==> src/motor_mit_command_packer_top_defines.svh <==
// Assertion macros shared by the command packer RTL.
`ifndef MOTOR_MIT_COMMAND_PACKER_TOP_DEFINES_SVH
`define MOTOR_MIT_COMMAND_PACKER_TOP_DEFINES_SVH

// Implication checked on the same edge.
`define MCP_ASSERT_IMPLY(label, clk, rst_n, a, b) \
  label: assert property (@(posedge clk) disable iff (!(rst_n)) (a) |-> (b)) \
    else $error("command packer check failed");

// Implication checked a fixed number of cycles later.
`define MCP_ASSERT_DELAY(label, clk, rst_n, a, n, b) \
  label: assert property (@(posedge clk) disable iff (!(rst_n)) (a) |-> ##n (b)) \
    else $error("command packer latency check failed");

`endif

==> src/mcp_pkg.sv <==
// Shared constants and types of the MIT command packer.
package mcp_pkg;

  localparam int unsigned ValW   = 32;
  localparam int unsigned QuoW   = 16;
  localparam int unsigned NumW   = 49;
  localparam int unsigned DenW   = 33;
  localparam int unsigned IdW    = 11;
  localparam int unsigned IdxW   = 3;
  localparam int unsigned NLanes = 5;
  localparam int unsigned PosBits = 16;
  localparam int unsigned StdBits = 12;

  localparam logic signed [ValW-1:0] KpLow  = 32'sd0;
  localparam logic signed [ValW-1:0] KpHigh = 32'sd32768000;
  localparam logic signed [ValW-1:0] KdLow  = 32'sd0;
  localparam logic signed [ValW-1:0] KdHigh = 32'sd327680;

  typedef enum logic [IdxW-1:0] {
    RegPosLow  = 3'd0,
    RegPosHigh = 3'd1,
    RegVelLow  = 3'd2,
    RegVelHigh = 3'd3,
    RegTrqLow  = 3'd4,
    RegTrqHigh = 3'd5,
    RegMotorId = 3'd6,
    RegNone    = 3'd7
  } reg_idx_e;

  typedef struct packed {
    logic valid;
    logic err;
  } ctl_t;

endpackage

==> src/mcp_prep.sv <==
// Clamp, offset and numerator/divisor preparation for one value.
module mcp_prep #(
  parameter int unsigned CodeBits = mcp_pkg::PosBits
) (
  input  logic                              clk_i,
  input  logic signed [mcp_pkg::ValW-1:0]   value_i,
  input  logic signed [mcp_pkg::ValW-1:0]   lo_i,
  input  logic signed [mcp_pkg::ValW-1:0]   hi_i,
  output logic        [mcp_pkg::NumW-1:0]   num_o,
  output logic        [mcp_pkg::DenW-1:0]   den_o,
  output logic                              err_o
);

  logic signed [mcp_pkg::ValW-1:0] clamp;
  logic signed [mcp_pkg::ValW:0]   off_wide, span_wide;
  logic [mcp_pkg::ValW-1:0] off_d, off_q, span_d, span_q;
  logic err_d, err_q;
  logic [mcp_pkg::NumW-1:0] scaled, num_d, num_q;
  logic [mcp_pkg::DenW-1:0] den_d, den_q;
  logic err2_q;

  always_comb begin
    err_d = (lo_i >= hi_i);
    if (value_i < lo_i) begin
      clamp = lo_i;
    end else if (value_i > hi_i) begin
      clamp = hi_i;
    end else begin
      clamp = value_i;
    end
    off_wide  = (mcp_pkg::ValW+1)'(clamp) - (mcp_pkg::ValW+1)'(lo_i);
    span_wide = (mcp_pkg::ValW+1)'(hi_i) - (mcp_pkg::ValW+1)'(lo_i);
    off_d  = off_wide[mcp_pkg::ValW-1:0];
    span_d = span_wide[mcp_pkg::ValW-1:0];
  end

  // off * (2^bits - 1) is a shift and a subtract.
  always_comb begin
    scaled = (mcp_pkg::NumW'(off_q) << CodeBits) - mcp_pkg::NumW'(off_q);
    num_d  = (scaled << 1) + mcp_pkg::NumW'(span_q);
    den_d  = {span_q, 1'b0};
  end

  always_ff @(posedge clk_i) begin
    off_q  <= off_d;
    span_q <= span_d;
    err_q  <= err_d;
    num_q  <= num_d;
    den_q  <= den_d;
    err2_q <= err_q;
  end

  assign num_o = num_q;
  assign den_o = den_q;
  assign err_o = err2_q;

endmodule

==> config.mk <==
export PLATFORM = sky130hd
export DESIGN_NAME = mcp_prep
export DESIGN_NICKNAME = d
export VERILOG_FILES = /design/src/motor_mit_command_packer_top_defines.svh /design/src/mcp_pkg.sv /design/src/mcp_prep.sv
export SDC_FILE = /design/constraint.sdc
export NUM_CORES = 1
export LEC_CHECK = 0
export BUFFER_PORTS_ARGS = -buffer_cell sky130_fd_sc_hd__buf_2
export CAP_MARGIN = 20
export CORE_AREA = 8 8 154 156
export DETAILED_ROUTE_END_ITERATION = 10
export DIE_AREA = 0 0 162 164
export PLACE_DENSITY = 0.77
export SYNTH_ARGS = -nofsm -noshare
export SYNTH_HDL_FRONTEND = slang
export SYNTH_SLANG_ARGS = --single-unit
==> constraint.sdc <==
create_clock -name clk_i -period 8.9 [get_ports clk_i]
set_input_delay 1.78 -clock clk_i [delete_from_list [all_inputs] [get_ports clk_i]]
set_output_delay 1.78 -clock clk_i [all_outputs]
set_load 0.01 [all_outputs]
Word level (Yosys, flattened, before mapping)
Index checks and enable logic that the tools add are counted.
- flip-flop bits (word level): 147
- output and inout port bits: 83
- word-level logic and storage cells: 15
- add/subtract/negate cells: 4
- mux-type cells: 2
- $lt $le $gt $ge: 3
- operators with widths (cell ; number):
    2-to-1 mux 32 bit ; 2
    subtractor 32 bit ; 2
    adder 49 x 32 -> 49 bit ; 1
    subtractor 48 x 32 -> 48 bit ; 1
    greater-or-equal comparator 32 bit ; 1
    greater-than comparator 32 bit ; 1
    < comparator 32 bit ; 1

Longest topological paths before layout
Gate-level depths: netlist of the first run.
- depth in word-level cells: 4
- depth in mapped cells: 27
- mapped depth without buffers: 27

Least setup slack after synthesis of the first run
Ideal clock, no wire load.
- kind: input to register
- from: in hi_i[23] (netlist name)
- to: reg off_q[31] (netlist name)
- library setup time: 0.119 ns
- data arrival time: 7.066 ns
- required time: 8.781 ns
- buffers on the path: 1
- cell stages on the path: 21
- slack: 1.715 ns
- path through: inv_1 > ha_1 > nand4_1 > nor4_1 > nand2_1 > o41ai_1 > clkbuf_1 > a21oi_1 > o21ai_0 > ha_1 > nor2b_1 > o31a_1 > o41a_1 > a221o_1 > a31oi_1 > o21ai_1 > a221o_1 > a311o_1 > a221oi_1 > o21bai_1 > xnor2_1
- word-level cells in the longest chain between the ends: 4
- RTL lines (what ; line ; source):
    from (decl) ; mcp_prep.sv:8 ; input logic signed [mcp_pkg::ValW-1:0] hi_i,
    greater-than comparator 32 bit ; mcp_prep.sv:26 ; end else if (value_i > hi_i) begin
    2-to-1 mux 32 bit (*) ; mcp_prep.sv:26 ;
    2-to-1 mux 32 bit (*) ; mcp_prep.sv:24 ; if (value_i < lo_i) begin
    subtractor 32 bit (*) ; mcp_prep.sv:31 ; off_wide = (mcp_pkg::ValW+1)'(clamp) - (mcp_pkg::ValW+1)'(lo_i);
    named net off_wide, one bit ; mcp_prep.sv:15 ; logic signed [mcp_pkg::ValW:0] off_wide, span_wide;
    to (signal assigned) ; mcp_prep.sv:45 ; off_q <= off_d;
    to (decl) ; mcp_prep.sv:16 ; logic [mcp_pkg::ValW-1:0] off_d, off_q, span_d, span_q;
Mark *: on every way through the listed nets, which the timed path passes. The rest lies on a longest branch.

Worst setup path in the final report of the first run
- from: in hi_i[31] (netlist name)
- to: reg off_q[30] (netlist name)
- word-level cells in the longest chain between the ends: 4
- RTL lines (what ; line):
    greater-than comparator 32 bit ; mcp_prep.sv:26
    2-to-1 mux 32 bit ; mcp_prep.sv:26
    2-to-1 mux 32 bit ; mcp_prep.sv:24
    subtractor 32 bit ; mcp_prep.sv:31
    named net off_wide, one bit ; mcp_prep.sv:15
The timed path passes the listed nets, and every way through them passes these cells.

==> out/metrics.csv, run 1 <==
stage,metric,value,unit
outcome,status,completed,
critical_path,r2r_setup_slack,3.79,ns
clock_network,htreeDepth,4,
finish,final_cells,1865,
drt,first_pass_iters,5,
sta,min_period,7.87,ns
pwr,power_density,415,mW/mm2
pwr,clock_power_share,13.0,%
placement,globalplace.congestion,0.961,
yosys,postSynthCellCount,1399,
grt,grt_pass1_wl,51.7,mm
critical_path,cp_top_family,compound AO/OA/AOI/OAI gates,
critical_path,cpMaxStageDelayCell,nor4_1,
finish,drive_gt1_share,14.6,%
placement,portBuffers,178,
critical_path,cp-end-kind,flip-flop,
critical_path,r2r_cells,17,
die,die_h,164,um
critical_path,r2r_end,num_o[43],
die,die_area,0.0266,mm2
critical_path,crit_arrival,8.20,ns
sta,clock.fmax,0.127,GHz
clock_network,cts_resized,0,
sta,hold_viol,0,
clock_network,postCtsHoldBufs,0,
yosys,avgSynthCellArea,8.22,um2
critical_path,timing.rr.start,off_q[16],
sta,finalMaxSlewViolations,0,
sta,tightest_slew,0.737,ns
pwr,p_sw,2.56,mW
critical_path,cp_max_fo,13,
yosys,ys_types,66,
yosys,ys_seq_area_share,25.4,%
hold_path,worstHoldStart,span_q[0],
finish,stdcell_area,0.0133,mm2
clock_network,cts_buffers,17,
critical_path,crit_required,9.24,ns
die,core,0.0214,mm2
grt,grt_pass1_vias,10200,
grt,grt_overflow_total,0,
grt,antenna_found_initial,1,
sta,setup_violations,0,
pwr,p_int,2.95,mW
die,die_x,162,um
yosys,async_flop_share,0,%
yosys,synth_nets,1673,
pwr,p_leak,6.42,nW
clock_network,insertion_delay,0.42,ns
grt,grt.total_usage,23.8,%
pwr,switching_share,46.4,%
clock_network,cts_max_path_buffers,2,
drt,postRouteAntennaNets,0,
critical_path,cp_common_cell,a21oi_1,
sta,tns,0,ns
die,io_pins,180,
sta,rsz0062_at_grt,no,
finish,nets,1846,
drt,finalWirelength,32.5,mm
grt,grt_start_max_net_pins,51,
clock_network,cts_tree,built,
job,cap_violations,0,
drt,wl_per_cell,17.4,um
critical_path,worst-path-buf-inv,4,
die,fp-row-count,54,
critical_path,cp-start-kind,input pin,
yosys,synth-edff-count,0,
finish,area_delta_synth_final,15.6,%
sta,finalCritPeriodShare,88.4,%
pwr,pwr-share-comb,66.0,%
finish,antenna_cells,0,
placement,dp.cells,1833,
hold_path,holdPathStages,0,
drt,drt_iter0_markers,919,
yosys,yosysWarnings,0,
hold_path,hold_end,num_o[0],
hold_path,hold_path_class,reg -> reg,
drt,via_per_inst,5.78,
clock_network,clk_pin_slew,0.06,ns
placement,dpl.hpwl,27.3,mm
die,initial_core_util,53.8,%
sta,slew_headroom,50.4,%
sta,final.setup_skew,0.0100,ns
drt,drc,0,
critical_path,crit_path_max_incr_delay,0.67,ns
yosys,synth-seq-cells,146,
clock_network,clock-root-buffer,clkbuf_16,
clock_network,post_cts_buffers,0,
pwr,seq_power_share,21.1,%
yosys,synth_ff_type,dfxtp_1,
drt,vias,10800,
clock_network,clock_sinks,146,
pwr,max-vdd-ir-drop,216,uV
critical_path,crit_type,in -> reg,
yosys,syn-cell-area,0.0115,mm2
placement,place_area,0.0127,mm2
[state kept, by name, summed over array words and instances, names as in the netlist]
signal and cells:
err_o 1, den_o 31, span_q 32, err_q 1, off_q 32, num_o 49
[how the worst max path moves through the flow]
stage	startpoint	depth (start not counted)	end	slack, ns
global placement	hi_i[31]	29	off_q[30]	0.99
CTS	hi_i[31]	29	off_q[30]	1.18
finish	hi_i[31]	29	off_q[30]	1.03
detailed placement	hi_i[31]	29	off_q[30]	0.76
global route	hi_i[31]	29	off_q[30]	0.97
floorplan	hi_i[23]	21	off_q[31]	1.71
[synthesized netlist by cell type (4+ instances only)]
cell type    n  area, um2
a2111oi_0    4       35.0
a211o_1      4       35.0
a211oi_1    15        113
a21boi_0     7       52.6
a21o_1      75        563
a21oi_1    147        736
a221o_1      5       50.1
a31oi_1     21        131
and2_1       4       25.0
and3_1      16        100
and4_1       4       35.0
clkbuf_1    24       90.1
dfxtp_1    146       2920
ha_1       174       2180
inv_1      113        424
mux2i_1      4       40.0
nand2_1     82        308
nand2b_1    12       75.1
nand3_1     35        175
nand4_1     18        113
nor2_1     104        390
nor2b_1     15       93.8
nor3_1      30        150
nor4_1      10       62.6
o211ai_1     7       52.6
o21a_1      16        120
o21ai_0     83        415
o21bai_1    17        128
o31ai_1      6       45.0
or3_1        5       31.3
xnor2_1    100        876
xor2_1      44        385
[placed cells by master, fill, tap and decap left out, types with 10 or more instances in the layout]
| cell | synthesis | layout |
|---|---|---|
| a21oi_1 | 147 | 147 |
| nand4_1 | 18 | 18 |
| clkbuf_16 | 0 | 17 |
| inv_1 | 113 | 113 |
| nand2b_1 | 12 | 12 |
| nor3_1 | 30 | 30 |
| xor2_1 | 44 | 44 |
| o21a_1 | 16 | 16 |
| o21bai_1 | 17 | 17 |
| a211oi_1 | 15 | 15 |
| nor4_1 | 10 | 10 |
| o21ai_0 | 83 | 83 |
| nand2_1 | 82 | 82 |
| buf_2 | 2 | 178 |
| a31oi_1 | 21 | 21 |
| nor2b_1 | 15 | 15 |
| nand3_1 | 35 | 35 |
| xnor2_1 | 100 | 100 |
| and3_1 | 16 | 16 |
| ha_1 | 174 | 174 |
| nor2_1 | 104 | 104 |
| dfxtp_1 | 146 | 146 |
| a21o_1 | 75 | 75 |
[logic make-up after synthesis]
logic type	synth area share, %
compound gates	23.5
simple gates	15.3
fa+ha+maj	19.5
flops	25.4
xor+xnor	11.2
buf+inv	4.69
mux	0.348
other cells	0.0326
[per-stage QoR]
stage          power, mW  hold slack, ns  worst slack [ns]  utilization (%)
2_1_floorplan       3.87           0.310              1.71                -
3_3_place_gp        4.65           0.311             0.991             59.3
3_5_place_dp        4.72           0.314             0.764             59.3
4_1_cts             5.47           0.328              1.18             62.2
5_1_grt             5.96           0.335             0.971             62.2
6_report            5.51           0.325              1.03             62.2
[power by group through the flow]
stage	Combinational (mW)	Sequential, mW	Clock, mW
6_report	3.63	1.16	0.714
5_1_grt	4.02	1.18	0.755
4_1_cts	3.58	1.16	0.727
3_5_place_dp	3.55	1.17	0
3_3_place_gp	3.48	1.17	0
2_1_floorplan	2.70	1.17	0
[area by class of cell]
| type | count | area, um2 |
|---|---|---|
| repair buffers | 182 | 921 |
| fillers | 1922 | 8070 |
| flip-flops and latches | 146 | 2920 |
| clock inverters | 12 | 145 |
| clock buffers | 20 | 467 |
| well taps | 280 | 350 |
| multi-input cells | 1112 | 8050 |
| inverters | 113 | 424 |
[routing by layer]
metal	vias to the layer above	part of all wire, %	GRT usage (%)
li1	5369	-	-
met1	4892	47	32.5
met2	459	44	38.1
met3	53	7.1	3.18
met4	0	2.2	7.83
met5	-	0	0
No activity file was read; power rests on OpenSTA's default activity.
==> inputs of run 2 (changes only) <==
RECOVER_POWER = 100   (was default)
==> out/metrics.csv, run 2 (synthesis results as in run 1) <==
stage,metric,value,unit,change
outcome,status,completed,,unchanged
critical_path,cp_max_fo,13,,unchanged
finish,nets,1846,,unchanged
pwr,max-vdd-ir-drop,215,uV,was 216 uV
die,io_pins,180,,unchanged
drt,postRouteAntennaNets,0,,unchanged
sta,hold_viol,0,,unchanged
clock_network,cts_resized,0,,unchanged
finish,nFillCells,1962,,was 1922
placement,place_area,0.0127,mm2,unchanged
critical_path,cp_common_cell,a21oi_1,,unchanged
critical_path,crit_path_max_incr_delay,0.67,ns,about the same
finish,largest_reg_flops,49,,unchanged
grt,grt.total_usage,23.8,%,unchanged
clock_network,htreeDepth,4,,unchanged
sta,clock.fmax,0.122,GHz,was 0.127 GHz
finish,final_common_cell,ha_1,,was buf_2
pwr,power.total,5.45,mW,was 5.51 mW
sta,tns,0,ns,unchanged
hold_path,worstHoldStart,span_q[0],,unchanged
grt,grt_start_max_net_pins,51,,unchanged
die,die_h,164,um,unchanged
die,initial_core_util,53.8,%,unchanged
clock_network,post_cts_buffers,0,,unchanged
die,fp-row-count,54,,unchanged
critical_path,crit_arrival,8.57,ns,was 8.20 ns
grt,antenna_found_initial,1,,unchanged
pwr,p_leak,6.17,nW,was 6.42 nW
clock_network,clock_sinks,146,,unchanged
grt,grt_overflow_total,0,,unchanged
finish,utilization,61.4,%,was 62.2%
drt,vias,10800,,about the same
sta,hold_slack,0.324,ns,was 0.325 ns
critical_path,cp-end-kind,flip-flop,,unchanged
clock_network,cts_buffers,17,,unchanged
pwr,power_density,416,mW/mm2,was 415 mW/mm2
sta,min_period,8.23,ns,was 7.87 ns
placement,dp.cells,1833,,unchanged
drt,finalWirelength,32.7,mm,was 32.5 mm
drt,drc,0,,unchanged
critical_path,timing.rr.start,off_q[16],,unchanged
sta,slew_headroom,50.2,%,was 50.4%
sta,tightest_slew,0.741,ns,was 0.737 ns
clock_network,cts_max_path_buffers,2,,unchanged
clock_network,clock-root-buffer,clkbuf_16,,unchanged
finish,final_cell_mix,"174 x ha_1, 147 x a21oi_1, 146 x dfxtp_1",,"was 178 x buf_2, 174 x ha_1, 147 x a21oi_1"
finish,antenna_cells,0,,unchanged
finish,drive_gt1_share,8.71,%,was 14.6%
placement,globalplace.congestion,0.961,,unchanged
clock_network,postCtsHoldBufs,0,,unchanged
sta,final.setup_skew,0.00942,ns,was 0.0100 ns
drt,wl_per_cell,17.5,um,was 17.4 um
drt,first_pass_iters,5,,unchanged
finish,area_delta_synth_final,14.1,%,was 15.6%
die,die_area,0.0266,mm2,unchanged
drt,via_per_inst,5.77,,was 5.78
sta,rsz0062_at_grt,no,,unchanged
drt,drt_iter0_markers,833,,was 919
hold_path,hold_path_class,reg -> reg,,unchanged
placement,dpl.hpwl,27.3,mm,unchanged
finish,final_cells,1865,,unchanged
job,cap_violations,0,,unchanged
clock_network,clk_pin_slew,0.06,ns,about the same
sta,setup_slack,0.672,ns,was 1.03 ns
grt,grt_pass1_vias,10200,,unchanged
sta,finalMaxSlewViolations,0,,unchanged
critical_path,cp-start-kind,input pin,,unchanged
critical_path,crit_type,in -> reg,,unchanged
die,core,0.0214,mm2,unchanged
sta,setup_violations,0,,unchanged
die,die_x,162,um,unchanged
sta,finalCritPeriodShare,92.5,%,was 88.4%
finish,stdcell_area,0.0131,mm2,was 0.0133 mm2
critical_path,setup.worst_path.start,hi_i[31],,unchanged
critical_path,crit_required,9.24,ns,about the same
placement,dp_worst_setup_slack,0.764,ns,unchanged
clock_network,insertion_delay,0.42,ns,about the same
critical_path,cpMaxStageDelayCell,nor4_1,,unchanged
clock_network,cts_tree,built,,unchanged
grt,grt_pass1_wl,51.7,mm,unchanged
placement,portBuffers,178,,unchanged
run 2: cell count changes in the layout (fill, tap and decap cells not counted), sizes merged:
cell / change
buf: -86
clkbuf: +86
run 2: final cells by class:
type	count	area, um2	area share (%)
Timing Repair Buffer	182	811	6.18
Sequential cell	146	2920	22.3
Clock inverter	12	145	1.11
Multi-Input combinational cell	1112	8000	61.0
Tap cell	280	350	2.67
Clock buffer	20	467	3.56
Inverter	113	424	3.23
run 2: worst max-delay path, delay by kind of cell:
kind                       cells  cell delay (ns)
AOI/OAI and AO/OA             14             3.35
and+or+nand+nor                6             1.33
xor gates and xnor gates       2             0.33
buffers and inverters          4             0.75
adders and majority gates      3             1.02
run 2: where the power goes:
group          switching [mW]  leakage [nW]  total [mW]  internal [mW]
registers               0.205          1.23        1.17          0.963
logic                    2.07          4.64        3.57           1.50
clock network           0.275         0.294       0.715          0.440
total                    2.55          6.17        5.45           2.91
run 2: per-layer routing:
layer / GRT usage [%] / vias up / share of wire (%)
met3: 3.18 / 47 / 7.0
li1: - / 5361 / -
met1: 32.5 / 4906 / 47
met4: 7.83 / 0 / 2.1
met5: 0 / - / 0
met2: 38.1 / 454 / 44
run 2: path summary, 6_finish.rpt:
check	endpoint	slack (ns)	cells after the start
setup / recovery	off_q[30]	0.67	29
hold / removal	num_o[0]	0.32	0
setup reg to reg	num_o[48]	3.58	17
hold reg to reg	num_o[0]	0.32	0
