===== src/motor_mit_command_packer_top_defines.svh =====
// Assertion macros shared by the command packer RTL.
`ifndef MOTOR_MIT_COMMAND_PACKER_TOP_DEFINES_SVH
`define MOTOR_MIT_COMMAND_PACKER_TOP_DEFINES_SVH

// Implication checked on the same edge.
`define MCP_ASSERT_IMPLY(label, clk, rst_n, a, b) \
  label: assert property (@(posedge clk) disable iff (!(rst_n)) (a) |-> (b)) \
    else $error("command packer check failed");

// Implication checked a fixed number of cycles later.
`define MCP_ASSERT_DELAY(label, clk, rst_n, a, n, b) \
  label: assert property (@(posedge clk) disable iff (!(rst_n)) (a) |-> ##n (b)) \
    else $error("command packer latency check failed");

`endif


===== src/mcp_pkg.sv =====
// Shared constants and types of the MIT command packer.
package mcp_pkg;

  localparam int unsigned ValW   = 32;
  localparam int unsigned QuoW   = 16;
  localparam int unsigned NumW   = 49;
  localparam int unsigned DenW   = 33;
  localparam int unsigned IdW    = 11;
  localparam int unsigned IdxW   = 3;
  localparam int unsigned NLanes = 5;
  localparam int unsigned PosBits = 16;
  localparam int unsigned StdBits = 12;

  localparam logic signed [ValW-1:0] KpLow  = 32'sd0;
  localparam logic signed [ValW-1:0] KpHigh = 32'sd32768000;
  localparam logic signed [ValW-1:0] KdLow  = 32'sd0;
  localparam logic signed [ValW-1:0] KdHigh = 32'sd327680;

  typedef enum logic [IdxW-1:0] {
    RegPosLow  = 3'd0,
    RegPosHigh = 3'd1,
    RegVelLow  = 3'd2,
    RegVelHigh = 3'd3,
    RegTrqLow  = 3'd4,
    RegTrqHigh = 3'd5,
    RegMotorId = 3'd6,
    RegNone    = 3'd7
  } reg_idx_e;

  typedef struct packed {
    logic valid;
    logic err;
  } ctl_t;

endpackage


===== src/mcp_div_cell.sv =====
// One restoring-division cell: resolves one quotient bit and passes on.
module mcp_div_cell #(
  parameter int unsigned BitIdx = 0
) (
  input  logic                        clk_i,
  input  logic [mcp_pkg::DenW-1:0]    rem_i,
  input  logic [mcp_pkg::QuoW-1:0]    low_i,
  input  logic [mcp_pkg::DenW-1:0]    den_i,
  input  logic [mcp_pkg::QuoW-1:0]    quo_i,
  output logic [mcp_pkg::DenW-1:0]    rem_o,
  output logic [mcp_pkg::QuoW-1:0]    low_o,
  output logic [mcp_pkg::DenW-1:0]    den_o,
  output logic [mcp_pkg::QuoW-1:0]    quo_o
);

  logic [mcp_pkg::DenW:0]   trial;
  logic [mcp_pkg::DenW-1:0] rem_d, rem_q, den_q;
  logic [mcp_pkg::QuoW-1:0] quo_d, quo_q, low_q;

  always_comb begin
    trial = {rem_i, low_i[BitIdx]};
    quo_d = quo_i;
    if (trial >= (mcp_pkg::DenW+1)'(den_i)) begin
      rem_d = mcp_pkg::DenW'(trial - (mcp_pkg::DenW+1)'(den_i));
      quo_d[BitIdx] = 1'b1;
    end else begin
      rem_d = trial[mcp_pkg::DenW-1:0];
    end
  end

  always_ff @(posedge clk_i) begin
    rem_q <= rem_d;
    quo_q <= quo_d;
    low_q <= low_i;
    den_q <= den_i;
  end

  assign rem_o = rem_q;
  assign quo_o = quo_q;
  assign low_o = low_q;
  assign den_o = den_q;

endmodule


===== config.mk =====
export PLATFORM = sky130hd
export DESIGN_NAME = mcp_div_cell
export DESIGN_NICKNAME = d
export VERILOG_FILES = /design/src/motor_mit_command_packer_top_defines.svh /design/src/mcp_pkg.sv /design/src/mcp_div_cell.sv
export SDC_FILE = /design/constraint.sdc
export NUM_CORES = 1
export LEC_CHECK = 0
export BUFFER_PORTS_ARGS = -buffer_cell sky130_fd_sc_hd__buf_4
export CAP_MARGIN = 20
export CORE_MARGIN = 1.5
export CORE_UTILIZATION = 40
export CTS_CLUSTER_DIAMETER = 40
export DETAILED_ROUTE_END_ITERATION = 16
export PLACE_DENSITY = 0.7
export SETUP_SLACK_MARGIN = 0.4
export SLEW_MARGIN = 20
export SYNTH_ARGS = -nofsm -noshare
export SYNTH_HDL_FRONTEND = slang
export SYNTH_SLANG_ARGS = --single-unit

===== constraint.sdc =====
create_clock -name clk_i -period 5.3 [get_ports clk_i]
set_clock_uncertainty 0.05 [all_clocks]
set_input_delay 0.795 -clock clk_i [delete_from_list [all_inputs] [get_ports clk_i]]
set_output_delay 0.795 -clock clk_i [all_outputs]
set_load 0.01 [all_outputs]

**Yosys cells after proc, flatten, opt, wreduce, memory -nomap -nowiden**

Cells that the tools add are included.

- Word-level logic and storage cells: 8
- Output and inout port bits: 98
- Register bits: 98

- $lt $le $gt $ge: 1
- Muxes and demuxes: 1
- $add $sub $neg: 1

Operator list:

| kind | number |
|---|---|
| >= comparator 34 x 33 -> 1 bit | 1 |
| two-way mux 33 bit | 1 |
| subtractor 33 bit | 1 |

**Longest topological paths before layout**

Gate-level depths: netlist (run 1).

- Word-level depth: 2
- Mapped depth: 13
- Mapped depth without buffers: 12

**Worst setup path before layout (run 1)**

No wires, ideal clock.

- Path kind: input -> register
- Start point: input low_i[0] (netlist name)
- End point: register rem_q, in the netlist rem_o[11]
- Setup slack: 2122 ps
- Stages: 11
- Required time: 5129 ps
- Data arrival time: 3007 ps
- Cells stage by stage: inv_1 ha_1 inv_1 fa_1 a21o_1 a221oi_2 or4_4 nand3_2 a21o_4 a21oi_4 mux2_2

- Longest elaborated chain between the ends: 2
- Elaborated cells between the ends (all ways): 3

Ends and longest elaborated chain:

| what | RTL line | RTL |
|---|---|---|
| start: declaration | mcp_div_cell.sv:7 | `input logic [mcp_pkg::QuoW-1:0] low_i,` |
| subtractor 33 bit / >= comparator 34 x 33 -> 1 bit (equally long branches) | mcp_div_cell.sv:24, mcp_div_cell.sv:23 |  |
| two-way mux 33 bit (*) | mcp_div_cell.sv:23 | `if (trial >= (mcp_pkg::DenW+1)'(den_i)) begin` |
| net rem_d, one bit | mcp_div_cell.sv:17 | `logic [mcp_pkg::DenW-1:0] rem_d, rem_q, den_q;` |
| end signal: assignment | mcp_div_cell.sv:32 | `rem_q <= rem_d;` |
| end: declaration | mcp_div_cell.sv:17 |  |

Mark *: on every way through the listed nets, which the timed path passes. The rest lies on a longest branch.
A chain may end at the register's enable or synchronous reset.

**Worst setup path after layout (run 1)**

- Start point: input low_i[0] (netlist name)
- End point: register rem_q, in the netlist rem_o[29]

Same word-level chain as after synthesis.

==> results.yml, run 1 <==
route:
  antenna_violating_nets_post_route: 0
  drt_wl_cell_um: 14.0
  route.vias.total: 3854
  drc_errors_left: 0
  drt_iter0_markers: 134
  total_routed_wirelength_mm: 11.0
  routed_via_density: 4.90
  firstDrtPassIters: 5
sta:
  final_max_slew_violation_count: 0
  finalSetupViolCount: 0
  hold_slack_ns: 0.470
  max_clk_rate_mhz: 279
  setup_repair_after_global_routing_missed_its_margin: "false"
  finalWorstPathRequiredPeriod_ns: 3.58
  ratio_of_final_minimum_period_to_clock_period: 0.676
  finalSetupTns_ns: 0
  setup_slack_ns: 1.72
  timing_worst_slew_pin_value_ns: 0.577
  timing.final.hold_violations: 0
  worst_slew_margin_rel: 0.615
clock_network:
  post_cts.repair.setup_buffers: 0
  cts-root-buf: "clkbuf_8"
  postCtsHoldBufs: 0
  tritoncts: "done"
  clock_tree.buffer_depth: 2
  cts-htree-levels: 3
  clock-sinks: 98
  clkTransAtPathRegs_ns: 0.10
  post_cts_resize_count: 0
  cts_buffers: 9
pwr:
  power.ir.vdd_worst_mv: 0.156
  power_density_nw_per_um2: 302
  static-leakage-power_nw: 2.91
synthesis:
  mappedNetlistNets: 587
  synth-main-ff-cell: "dfxtp_1"
  yosysSeqAreaShare: 0.468
  post_synth_cell_types: 49
  post_synth_inst_count: 454
  synth.cell_area_um2: 4190
  ys_async_sr_fraction: 0
  ys_warn_count: 0
  number_of_flops_mapped_to_enable_cells_by_yosys: 0
  syn_area_per_cell_um2: 9.24
  ys_ff_latch: 98
final_layout:
  layout_commonest_cell: "buf_4"
  num-fill-cells: 911
  num_antenna_cells: 0
  finalCoreUtilization: 0.581
  layout_cells_sized_above_1: 0.344
  layout-area-overhead-vs-synth_pct: 41.8
  nets: 779
  layout_common_cells: "buf_4 (199), dfxtp_1 (98), nand2_1 (51)"
hold_path:
  worst_hold_path.endpoint: "quo_o[1]"
  timing.hold.worst.start: "quo_i[1]"
  hold_path_depth: 1
  worstHoldPathType: "input port to flop"
outcome:
  run_status: "finished, final reports clean"
global_routing:
  initial_antenna_violation_count: 0
  grt.total_usage: 0.198
  grt_pass1_vias: 3802
  total_overflow_reported_by_the_global_router: 0
  grt_first_pass_wirelength_mm: 17.7
  pin_count_of_the_biggest_net_entering_global_routing: 24
place:
  place_ws_ns: 1.33
  io_buffer_count: 196
  detailed_place_hpwl_mm: 8.90
  gp_congestion: 0.899
floorplanning:
  pin_count: 197
  floorplan.rows: 37
  die_x_um: 105
  design.die.area_um2: 11100
  core_region_area_um2: 10200
  start_util: 0.410
  floorplan.die.height_um: 105
setup_path:
  crit_path_end_kind: "flop"
  worstPathMaxFanout: 23
  timing.critical_path.from_type: "input port"
  startpoint: "low_i[0]"
  critPathKind: "input port to flop"
  timing.critical_path.required_ns: 5.55
  cp.arrival_ns: 3.83
job:
  max-cap-violations: 0
## registers in the layout (all words and copies together) (netlist names)
name   count
quo_o     16
rem_o     33
low_o     16
den_o     33
## logic make-up after synthesis
kind of cell | Yosys count | share of synthesized area
AOI/OAI and AO/OA | 124 | 0.184
buffers and inverters | 59 | 0.0597
muxes | 2 | 0.00537
DFF | 98 | 0.468
and+or+nand+nor | 108 | 0.119
adders and majority gates | 34 | 0.103
xor gates and xnor gates | 29 | 0.0606
## layout make-up
cell class | instances | area (um2) | share of cell area
Clock buffer | 9 | 124 | 0.0208
Clock inverter | 7 | 61.3 | 0.0103
Inverter | 41 | 154 | 0.0259
Multi-Input combinational cell | 297 | 1980 | 0.333
Sequential cell | 98 | 1960 | 0.330
Tap cell | 136 | 170 | 0.0286
Timing Repair Buffer | 199 | 1490 | 0.251
## through the flow
step                power, mW  std cells  instance area (um2)
finish                   1.80        787                 5950
global route             1.89        787                 5950
CTS                      1.82        787                 5950
detailed placement       1.36        771                 5760
global placement         1.35        771                 5760
floorplan                1.12        454                 4190
## how the worst max path moves through the flow
stage           endpoint  slack, ns
3_3_place_gp   rem_o[29]       1.43
2_1_floorplan  rem_o[11]       2.12
3_5_place_dp   rem_o[29]       1.33
6_report       rem_o[29]       1.72
5_1_grt        rem_o[29]       1.48
4_1_cts        rem_o[29]       1.71
## power by group
part	switching, mW	internal, mW	leakage (nW)
combinational	0.250	0.250	1.99
clock	0.277	0.180	0.0936
sequential	0.0247	0.817	0.827
total	0.552	1.25	2.91
## worst max-delay path: stages
cell	delay, ns
buf_4	0.12
inv_1	0.05
ha_1	0.16
inv_1	0.05
fa_1	0.39
a21o_1	0.22
a221oi_2	0.39
or4_4	0.21
nand3_2	0.10
a21o_4	0.27
a21oi_4	0.49
buf_4	0.32
a211oi_1	0.07
a32oi_1	0.20
## synth_stat cells (2+ instances only)
cell | n | area (um2)
nand4_1 | 7 | 43.8
dfxtp_1 | 98 | 1960
and3_1 | 4 | 25.0
nand2_1 | 51 | 191
xnor2_1 | 14 | 123
nor2_1 | 20 | 75.1
xor2_1 | 15 | 131
nand3_1 | 3 | 15.0
a211oi_1 | 5 | 37.5
inv_1 | 41 | 154
nand2b_1 | 6 | 37.5
ha_1 | 33 | 413
o31ai_1 | 2 | 15.0
a31oi_1 | 8 | 50.1
buf_2 | 7 | 35.0
o21bai_1 | 4 | 30.0
mux2_2 | 2 | 22.5
a32oi_1 | 2 | 17.5
o21ai_0 | 45 | 225
nor2b_1 | 3 | 18.8
buf_4 | 3 | 22.5
or3_1 | 2 | 12.5
o41ai_1 | 2 | 17.5
nor4_1 | 2 | 12.5
a311oi_1 | 2 | 17.5
clkbuf_1 | 6 | 22.5
a21o_1 | 10 | 75.1
nor3_1 | 5 | 25.0
a21oi_1 | 32 | 160
## per-layer routing
layer / track usage / share of wire / vias to the layer above / wire length (um)
li1: - / - / 1944 / -
met1: 0.233 / 0.42 / 1738 / 4660
met2: 0.350 / 0.49 / 155 / 5420
met3: 0.0402 / 0.064 / 17 / 707
met4: 0.0773 / 0.018 / 0 / 201
met5: 0 / 0 / - / 0
Power figures use the tool's default switching activity.
==> inputs of run 2 (changes only) <==
Clock period 5.3 ns to 3.68 ns, I/O delays scaled along.
==> run 2 against run 1 <==
Effect of this change: sequential power up 44%; critical path depth down 1; setup slack lost 0.98 ns; wire length barely moved; die area unchanged; clock-buffer cell count grew 1; clock power rose by 56%; power up 47%; non-clock buffer count up 2; worst hold slack worse by 0.24 ns; critical path type unchanged.
==> results.yml, run 2 (synthesis gave the netlist of run 1 again) <==
sta:
  timing_worst_slew_pin_value_ns: 0.514
  max_clk_rate_mhz: 340
  final_max_slew_violation_count: 0
  setup_slack_ns: 0.740
  timing.final.hold_violations: 0
  hold_slack_ns: 0.227
  finalSetupViolCount: 0
  setup_repair_after_global_routing_missed_its_margin: "false"
  finalSetupTns_ns: 0
  ratio_of_final_minimum_period_to_clock_period: 0.799
  worst_slew_margin_rel: 0.656
  finalWorstPathRequiredPeriod_ns: 2.94
global_routing:
  grt.total_usage: 0.194
  total_overflow_reported_by_the_global_router: 0
  grt_first_pass_wirelength_mm: 17.1
  pin_count_of_the_biggest_net_entering_global_routing: 41
  initial_antenna_violation_count: 0
  grt_pass1_vias: 3596
pwr:
  power.ir.vdd_worst_mv: 0.220
  finalPower_mw: 2.65
  static-leakage-power_nw: 2.92
  power_density_nw_per_um2: 442
floorplanning:
  pin_count: 197
  design.die.area_um2: 11100
  floorplan.rows: 37
  start_util: 0.410
  floorplan.die.height_um: 105
  core_region_area_um2: 10200
  die_x_um: 105
final_layout:
  nets: 781
  layout_commonest_cell: "buf_4"
  layout-area-overhead-vs-synth_pct: 42.9
  layout_common_cells: "buf_4 (200), dfxtp_1 (98), nand2_1 (51)"
  layout_cells_sized_above_1: 0.345
  final_cell_area_um2: 5990
  num_antenna_cells: 0
  finalCoreUtilization: 0.586
  layout.cells.non_filler: 789
  num-fill-cells: 933
route:
  antenna_violating_nets_post_route: 0
  route.vias.total: 3811
  drc_errors_left: 0
  drt_wl_cell_um: 13.9
  wl_met1_mm: 4.77
  wl_met3_um: 792
  total_routed_wirelength_mm: 11.0
  routed_via_density: 4.83
  drt_iter0_markers: 129
  firstDrtPassIters: 4
  length_of_routed_met2_wiring_mm: 5.24
  routed.top_layer: "met4"
place:
  place.detailed.instances: 773
  gp_congestion: 0.880
  detailed_place_hpwl_mm: 8.81
  post_dp_area_um2: 5790
  place_ws_ns: 0.363
  io_buffer_count: 196
clock_network:
  cts-htree-levels: 3
  post_cts.repair.setup_buffers: 0
  cts-root-buf: "clkbuf_8"
  clkTransAtPathRegs_ns: 0.10
  tritoncts: "done"
  cts_buffers: 9
  clock_tree.buffer_depth: 2
  postCtsHoldBufs: 0
  post_cts_resize_count: 0
  clock-sinks: 98
setup_path:
  timing.critical_path.required_ns: 3.90
  cp_top_family: "compound AO/OA/AOI/OAI gates"
  critPathCapture: "rem_o[1]"
  worst-path-stages: 13
  worstPathMaxFanout: 24
  timing.critical_path.buf_inv: 4
  critical_path.cell_chain: "buf_4 -> inv_1 -> ha_1 -> inv_1 -> fa_1 -> a21o_1 -> a221oi_2 -> or4_4 -> nand3_2 -> a21o_4 -> a21oi_4 -> buf_4 -> mux2_2"
  crit_path_end_kind: "flop"
  critical_path.max_stage_delay_ns: 0.40
  timing.critical_path.from_type: "input port"
  startpoint: "low_i[0]"
  timing.critical_path.slowest_stage_cell: "fa_1"
  critPathKind: "input port to flop"
  cp.arrival_ns: 3.16
job:
  max-cap-violations: 0
hold_path:
  worstHoldPathType: "input port to flop"
outcome:
  run_status: "finished, final reports clean"
## run 2: layer usage
layer,track usage,up-vias
met5,0,-
met1,0.237,1699
li1,-,1942
met3,0.0458,15
met2,0.330,155
met4,0.0793,0
## run 2: area by class of cell
class | instances | area [um2] | area share
Clock buffer | 10 | 128 | 0.0213
Clock inverter | 6 | 75.1 | 0.0125
Tap cell | 136 | 170 | 0.0284
Inverter | 41 | 154 | 0.0257
Multi-Input combinational cell | 297 | 1980 | 0.331
Timing Repair Buffer | 201 | 1520 | 0.254
Sequential cell | 98 | 1960 | 0.327
## run 2: worst min path at each step
stage / startpoint / end / slack, ns / cells after the start
6_report: low_i[12] / low_o[12] / 0.23 / 1
5_1_grt: low_i[8] / low_o[8] / 0.20 / 1
4_1_cts: low_i[8] / low_o[8] / 0.21 / 1
3_5_place_dp: quo_i[3] / quo_o[3] / 0.61 / 1
3_3_place_gp: quo_i[3] / quo_o[3] / 0.61 / 1
2_1_floorplan: den_i[0] / den_o[0] / 0.53 / 0
## run 2: power breakdown
part / internal (mW) / switching (mW)
Combinational: 0.366 / 0.362
Clock: 0.324 / 0.388
Sequential: 1.18 / 0.0327
Total: 1.87 / 0.783
==> inputs of run 3 (changes only) <==
Settings changed: PLACE_DENSITY 0.7 to 0.73.
Clock period 3.68 ns to 2.5 ns, I/O delays scaled along.
==> run 3 against run 2 <==
Effect of this change: via count grew 13%; global-route usage grew 2.4 points; sequential power grew 47%; sequential share of layout area shrank 5.5 points; die area is the same; highest routed layer unchanged.
==> results.yml, run 3 (synthesis gave the netlist of run 1 again) <==
outcome:
  run_status: "finished, final reports clean"
hold_path:
  worstHoldPathType: "input port to flop"
  timing.hold.worst.start: "low_i[14]"
route:
  drc_errors_left: 0
  total_routed_wirelength_mm: 12.7
  antenna_violating_nets_post_route: 0
  drt_iter0_markers: 149
  route.vias.total: 4314
  routed_via_density: 4.87
  drt_wl_cell_um: 14.3
  firstDrtPassIters: 4
clock_network:
  cts_buffers: 9
  tritoncts: "done"
  cts-htree-levels: 3
  cts-root-buf: "clkbuf_8"
  clkTransAtPathRegs_ns: 0.09
  clock_tree.buffer_depth: 2
  clock-sinks: 98
final_layout:
  layout_commonest_cell: "buf_4"
  layout_cells_sized_above_1: 0.479
  final_cell_area_um2: 7190
  layout.cells.non_filler: 886
  layout_common_cells: "buf_4 (267), dfxtp_1 (98), nand2_1 (38)"
  nets: 878
  multi_input_area_um2: 2250
  num-fill-cells: 795
  seqCellArea_um2: 1960
  layout-area-overhead-vs-synth_pct: 71.5
  num_antenna_cells: 0
setup_path:
  crit_path_end_kind: "flop"
  cell_type_with_the_highest_occurrence_count_on_the_critical_path: "buf_4"
  timing.critical_path.from_type: "input port"
  critical_path.max_stage_delay_ns: 0.33
  timing.critical_path.slowest_stage_cell: "ha_1"
  startpoint: "rem_i[14]"
  timing.critical_path.buf_inv: 3
  cp.arrival_ns: 2.69
  critPathKind: "input port to flop"
  timing.critical_path.required_ns: 2.73
  cp_top_family: "compound AO/OA/AOI/OAI gates"
  worstPathMaxFanout: 9
  critical_path.cell_chain: "buf_4 -> ha_1 -> a21oi_1 -> o21ai_1 -> a221oi_1 -> buf_4 -> nand3_2 -> a21o_4 -> a21oi_4 -> buf_12 -> mux2_4"
sta:
  finalWorstPathRequiredPeriod_ns: 2.46
  finalSetupTns_ns: 0
  worst_slew_margin_rel: 0.705
  timing.final.hold_violations: 0
  finalSetupViolCount: 0
  timing_worst_slew_pin_value_ns: 0.437
  max_clk_rate_mhz: 407
  hold_slack_ns: 0.0331
  setup_repair_after_global_routing_missed_its_margin: "true"
  ratio_of_final_minimum_period_to_clock_period: 0.983
  final_max_slew_violation_count: 0
place:
  place.detailed.instances: 843
  gp_congestion: 0.848
  io_buffer_count: 196
  detailed_place_hpwl_mm: 9.22
  post_dp_area_um2: 6350
floorplanning:
  die_x_um: 105
  start_util: 0.410
  floorplan.die.height_um: 105
  core_region_area_um2: 10200
  floorplan.rows: 37
  design.die.area_um2: 11100
  pin_count: 197
pwr:
  static-leakage-power_nw: 3.55
  power.ir.vdd_worst_mv: 0.450
  power_density_nw_per_um2: 579
  finalPower_mw: 4.16
global_routing:
  pin_count_of_the_biggest_net_entering_global_routing: 24
  grt.total_usage: 0.218
  grt_pass1_vias: 4202
  initial_antenna_violation_count: 0
  grt_first_pass_wirelength_mm: 19.1
  total_overflow_reported_by_the_global_router: 0
job:
  max-cap-violations: 0
==> run 3: cell count changes in the layout (fill, tap and decap cells not counted), moves of 12 or more <==
cell	change
buf_4	+67
o21ai_0	-22
nand2_1	-13
o21ai_1	+12
==> run 3: repair_timing <==
item,4_1_cts,5_1_grt
gates cloned,1,4
endpoints found under the hold margin,9,0
buffers inserted,8,5
hold buffers,9,0
resized for setup,43,62
setup endpoints to repair,34,34
pin swaps,15,29
==> run 3: cell type report <==
class,count,share of cell area
Inverter,41,0.0242
Clock inverter,6,0.00661
Multi-Input combinational cell,297,0.313
Clock buffer,10,0.0191
Tap cell,136,0.0237
Sequential cell,98,0.273
Timing Repair Buffer,298,0.340
==> run 3: final timing paths <==
check                  endpoint  depth (start not counted)  slack, ns
worst max-delay path  rem_o[11]                         11       0.04
worst min-delay path  low_o[14]                          1       0.03
==> run 3: per-layer routing <==
layer | global-route usage | share of wire | up-vias
met3 | 0.0711 | 0.070 | 17
met1 | 0.235 | 0.39 | 2010
met4 | 0.0802 | 0.016 | 0
li1 | - | - | 2141
met2 | 0.396 | 0.52 | 146
met5 | 0 | 0 | -
==> run 3: power by group <==
group	switching (mW)	leakage, nW	internal (mW)	total [mW]
Combinational	0.641	2.63	0.770	1.41
Clock	0.575	0.0933	0.397	0.972
Sequential	0.0489	0.827	1.73	1.78
Total	1.27	3.55	2.90	4.16
==> run 3: stage by stage <==
step / setup slack (ns) / util
2_1_floorplan: -0.223 / -
3_3_place_gp: -0.425 / 0.621
3_5_place_dp: -0.500 / 0.621
4_1_cts: 0.124 / 0.672
5_1_grt: -0.0187 / 0.703
6_report: 0.0428 / 0.703
